--- src/sv/swks_pkg.sv ---
// shared constants and types for the sliding-window k-smallest sum filter
package swks_pkg;

	// sizing
	localparam int MAX_WINDOW  = 64;
	localparam int SAMPLE_BITS = 16;
	localparam int SUM_BITS    = 22;
	localparam int CFG_BITS    = 7;
	localparam int LEN_BITS    = $clog2(MAX_WINDOW + 1);
	localparam int PTR_BITS    = $clog2(MAX_WINDOW);
	localparam int CMP_BITS    = (LEN_BITS > CFG_BITS) ? LEN_BITS : CFG_BITS;
	localparam int TREE_LEVELS = $clog2(MAX_WINDOW);
	localparam int TREE_N      = 1 << TREE_LEVELS;

	// register port
	localparam int ADDR_BITS = 3;
	localparam int DATA_BITS = 32;
	localparam logic REG_WINDOW_LEN = 1'b0;
	localparam logic REG_KEEP_COUNT = 1'b1;
	localparam logic [CFG_BITS-1:0] WINDOW_LEN_RESET = 7'd64;
	localparam logic [CFG_BITS-1:0] KEEP_COUNT_RESET = 7'd1;

	// one stored entry of the sorted chain
	typedef struct packed {
		logic [SAMPLE_BITS-1:0] val;
		logic                   vld;
	} slot_t;

	// what a cell hands to its right-hand neighbour
	typedef struct packed {
		slot_t b;   // entry after removal, before insertion
		logic  le;  // that entry is valid and not above the new sample
	} link_t;

	// broadcast to every cell
	typedef struct packed {
		logic                   upd;  // a word is taken this cycle
		logic                   clr;  // window emptied before the word
		logic                   rem;  // window full, oldest leaves
		logic [SAMPLE_BITS-1:0] v;    // incoming sample
		logic [SAMPLE_BITS-1:0] r;    // value of the oldest sample
	} cell_ctl_t;

endpackage

--- src/sv/swks_cell.sv ---
// one compare-and-shift cell of the sorted window chain
module swks_cell
	import swks_pkg::*;
(
	input  logic      clk,
	input  logic      arst_n,
	input  cell_ctl_t ctl,
	input  slot_t     right_in,
	input  link_t     left_in,
	output slot_t     self_out,
	output link_t     link_out
);

	logic [SAMPLE_BITS-1:0] val_q;
	logic                   vld_q;
	logic                   a_vld;
	logic                   ra_vld;
	logic                   shift;
	slot_t                  b;
	logic                   le;
	slot_t                  nxt;

	// removal: the first entry equal to the oldest value and all after it move left
	always_comb begin
		a_vld  = vld_q & ~ctl.clr;
		ra_vld = right_in.vld & ~ctl.clr;
		shift  = ctl.rem & (~a_vld | (val_q >= ctl.r));
		if (shift) begin
			b.val = right_in.val;
			b.vld = ra_vld;
		end else begin
			b.val = val_q;
			b.vld = a_vld;
		end
		le = b.vld & (b.val <= ctl.v);
	end

	// insertion: new sample lands after all entries not above it
	always_comb begin
		if (le) begin
			nxt = b;
		end else if (left_in.le) begin
			nxt.val = ctl.v;
			nxt.vld = 1'b1;
		end else begin
			nxt = left_in.b;
		end
	end

	// valid bit
	always_ff @(posedge clk or negedge arst_n) begin
		if (!arst_n) begin
			vld_q <= 1'b0;
		end else if (ctl.upd) begin
			vld_q <= nxt.vld;
		end
	end

	// sample value
	always_ff @(posedge clk) begin
		if (ctl.upd) begin
			val_q <= nxt.val;
		end
	end

	assign self_out.val = val_q;
	assign self_out.vld = vld_q;
	assign link_out.b   = b;
	assign link_out.le  = le;

endmodule

--- config.mk ---
export PLATFORM = sky130hd
export DESIGN_NAME = swks_cell
export DESIGN_NICKNAME = d
export VERILOG_FILES = /design/src/sv/swks_pkg.sv /design/src/sv/swks_cell.sv
export SDC_FILE = /design/constraint.sdc
export NUM_CORES = 1
export LEC_CHECK = 0
export BUFFER_PORTS_ARGS = -buffer_cell sky130_fd_sc_hd__buf_2
export CORE_MARGIN = 2
export CORE_UTILIZATION = 50
export DETAILED_ROUTE_END_ITERATION = 16
export PLACE_DENSITY = 0.88
export SYNTH_ARGS = -nofsm -noshare
export SYNTH_HDL_FRONTEND = slang
export SYNTH_SLANG_ARGS = --single-unit
--- constraint.sdc ---
create_clock -name clk -period 16.2 [get_ports clk]
set_input_delay 3.24 -clock clk [delete_from_list [all_inputs] [get_ports clk]]
set_output_delay 3.24 -clock clk [all_outputs]
set_load 0.1 [all_outputs]
* Yosys cells after proc, flatten, opt, wreduce, memory -nomap -nowiden
Index checks and enable logic that the tools add are counted.
Operators by class: magnitude comparators 2, bitwise gates (word level) 7, multiplexer cells 3
Operator list (number):
- $mux 17 | 3
- $ge 16x16->1 | 1
- $le 16x16->1 | 1
- $and 1x1->1 | 4
- $not 1->1 | 2
- $or 1x1->1 | 1
Word-level totals: register bits 17, output and inout port bits 35

* Longest topological paths before layout
depth after elaboration 9, gate-level depth with buffers 16, mapped depth without buffers 14

* Worst setup path before layout
No wires, ideal clock.
path type input to output, start in ctl[0] (netlist bit), end out link_out[0] (netlist bit), buffers on the path 3, required time 12.960 ns, arrival time 7.234 ns, stages 15, slack 5.726 ns, cell sequence ha_1 -> nand2b_4 -> a2111oi_4 -> nor4b_2 -> o31ai_2 -> buf_4 -> mux2_2 -> ha_1 -> a21oi_1 -> nand2_1 -> a221oi_1 -> a21oi_1 -> a211oi_4 -> buf_12 -> buf_4
RTL lines:
- start: declaration | RTL line swks_cell.sv:7 | input cell_ctl_t ctl,
- end: declaration | RTL line swks_cell.sv:11 | output link_t link_out

==> results.md <==
* Drt first pass iters at 4
* DR WL/cell at 15.0 um
* GRT overflow at 0
* Vias in the first global route at 1813
* Max rail drop VDD at 0.0553 mV
* Sw Pwr at 160 uW
* Minimum clock period at 11300 ps
* Synth Area in Compound Gates at 10.2%
* Clock power frac at 11.7%
* Post-Synth XOR/XNOR Area at 0%
* Share of cells above drive strength 1 at 54.7%
* Layout Nets at 403
* Setup crit end kind: output pin
* Worst min-delay path class: flop to flop
* Critical path cell sequence: buf_2, inv_1, ha_1, and3_1, o21ai_1, o2111ai_1, o31ai_2, buf_4, mux2_2, ha_1, a21oi_1, nand2_1, a221oi_1, a21oi_1, a211oi_4, buf_2
* Multiplexer share of the synthesized area at 28.2%
* Final Hold Viols at 0
* TritonCTS Buffers at 3
* Post-synth top area cell: edfxtp_1
* Number of hold buffers added after CTS at 0
* CP Data Arrival Time at 8060 ps
* PostCTS Resize Cnt at 0
* CTS max path bufs at 2
* Clock transition at path regs at 70 ps
* RSZ-0062 raised after global routing: no
* Via count at 1833
* Post-synthesis cell type count at 34
* Main synth FF type: edfxtp_1
* Syn Area/Cell at 10.5 um2
* Routability-driven placement congestion ratio at 0.757
* Largest family of logic cells by synthesized area: multiplexers
* Routed wire length at 5220 um
* Post-synthesis simple-gate area fraction at 8.38%
* Synth warn at 0
* Root Driver: clkbuf_8
* Clock skew at 2.76 ps
* H-tree level count at 1
* Max stage delay on crit path at 960 ps
* Largest net degree at the start of global routing at 19
* Antenna diodes at 0
* Clk_lat worst skew at 260 ps
* Synth top area share at 23.7%
* Cell Area, Synth at 2030 um2
* Startpoint Class: input pin
* Hold depth at 1
* CP max FO at 18
* I/O pins at 107
* Synth area leaders: edfxtp_1 (24%), mux2_2 (21%), ha_1 (20%)
* Reg power frac at 21.4%
* Die Span Y at 67.7 um
* Number of fill cells in the layout at 326
* CP Class: input pin to output pin
* Cell family with most CP delay: compound AO/OA/AOI/OAI gates
* Port buffer count at 106
* Routed Antenna Nets at 0
* Worst Slack Setup Final at 4900 ps
* Most frequent cells after synthesis: mux2_2 (38), inv_1 (33), ha_1 (32)
* Pint at 127 uW
* Finished Layout Cells at 348
* First-pass GRT wire length at 7530 um
* Via density at 5.27
* # rows at 23
* Part of the power in combinational logic at 66.9%
* Cells after Synth at 193
* Sequential area share after synthesis at 24.9%
* Buffers plus inverters on the worst setup path at 4
* Leak at 1.37 nW
* Sequential Area at 505 um2
* Dpl ws at 4920 ps
* Max-slew violations at 0
* Die ar. at 4590 um2
* Max Cap Violations at 0
* Layout Utilization at 66.6%
* HPWL after DPL at 4320 um
* Max_slew headroom at 23.2%
* Core box area at 3940 um2
* Reg2reg path depth at 14
* Hold Slack at 606 ps
* Remaining DRCs at 0
* Pwr/cell area at 109 nW/um2
* Sw frac at 55.8%
* Area Growth Syn to Fin at 29.3%
* CP max stage cell: a211oi_4
* Number of post-CTS setup repair buffers at 0
* Final Cycle Share at 69.8%
* Clk sinks at 17
* Status: completed
* R2R setup slack at 10960 ps
* Slew @ Worst Pin at 1150 ps
* CTS tree: built
* Worst EP required at 12960 ps
* Initial antenna violation count at 0
* Setup TNS at 0 ps
* Syn_nets at 297
* Final instance area at 2630 um2
* Placed cells at 344
* F_max at 88.5 MHz
* Synth Register Bits at 17
* Multi-input combinational cell area at 1350 um2
* Die W at 67.7 um
* Gr usage total at 21.9%
* Post-synthesis adder-cell area fraction at 19.7%
* Fraction of registers with async set/reset at 5.88%
* Dominant cell by count in the synthesized netlist: mux2_2
* Starting Density at 51.5%
* Number of synthesized flops with an enable pin at 16
* Placed Area at 2580 um2
* DR iter-0 viols at 33
* Total power at 286 uW
* Final Setup Violations at 0
* Cell depth of the worst setup path at 16
[logic make-up (layout without fill, tap and decap cells)]
| kind of cell | count (synthesis) | in the layout |
|---|---|---|
| compound gates | 27 | 27 |
| fa+ha+maj | 32 | 32 |
| buf+inv | 39 | 144 |
| flops | 17 | 17 |
| mux | 49 | 49 |
| simple gates | 29 | 29 |
[per-layer routing]
layer | global-route usage, % | up-vias | wire [um] | share of wire, %
met3 | 1.67 | 6 | 287 | 5.5
met5 | 0 | - | 0 | 0
met4 | 7.91 | 0 | 89 | 1.7
met1 | 25.0 | 844 | 2140 | 41
li1 | - | 912 | - | -
met2 | 42.0 | 71 | 2710 | 52
[placed cells by master (no fill, tap or decap), types with 4 or more instances in the layout]
cell | synthesis | routed
edfxtp_1 | 16 | 16
nor2_1 | 4 | 4
mux2_2 | 38 | 38
buf_2 | 0 | 106
mux2i_1 | 4 | 4
nand4_1 | 6 | 6
mux2_4 | 7 | 7
inv_1 | 33 | 33
a21oi_1 | 11 | 11
nand2_1 | 8 | 8
ha_1 | 32 | 32
[area by class of cell]
type / instances / share of cell area (%)
tap: 50 / 2.38
sequential: 17 / 19.2
timing repair buffer: 107 / 20.5
clock buffer: 4 / 1.72
multi-input combinational: 137 / 51.5
inverter: 33 / 4.72
[worst paths after layout]
check / start / to
worst max-delay path: ctl[14] / link_out[0]
worst max register to register: val_q[14]$_DFFE_PP_ / val_q[15]$_DFFE_PP_
min in group asynchronous: arst_n / vld_q$_DFFE_PN0P_
worst min register to register: vld_q$_DFFE_PN0P_ / vld_q$_DFFE_PN0P_
max in group asynchronous: arst_n / vld_q$_DFFE_PN0P_
worst min-delay path: vld_q$_DFFE_PN0P_ / vld_q$_DFFE_PN0P_
[flip-flops by register name (all words and copies together) (netlist names)]
name / count
vld_q: 1
val_q: 16
[power groups by stage]
stage / sequential [mW] / combinational, mW / clock, mW
after global routing: 0.0621 / 0.202 / 0.0352
after detailed placement: 0.0622 / 0.191 / 0
after CTS: 0.0613 / 0.192 / 0.0333
final: 0.0613 / 0.192 / 0.0336
after floorplan: 0.101 / 0.121 / 0
after global placement: 0.0620 / 0.188 / 0
[worst register-to-register path: cells and delay by family, from the launching register on]
kind	cells	cell delay [ps]
AO/OA/AOI/OAI	7	2530
adder cells (fa/ha/maj)	2	660
buffers and inverters	1	320
flip-flops	1	420
multiplexers	2	810
AND/OR/NAND/NOR	2	250
No activity file was read; power rests on OpenSTA's default activity.
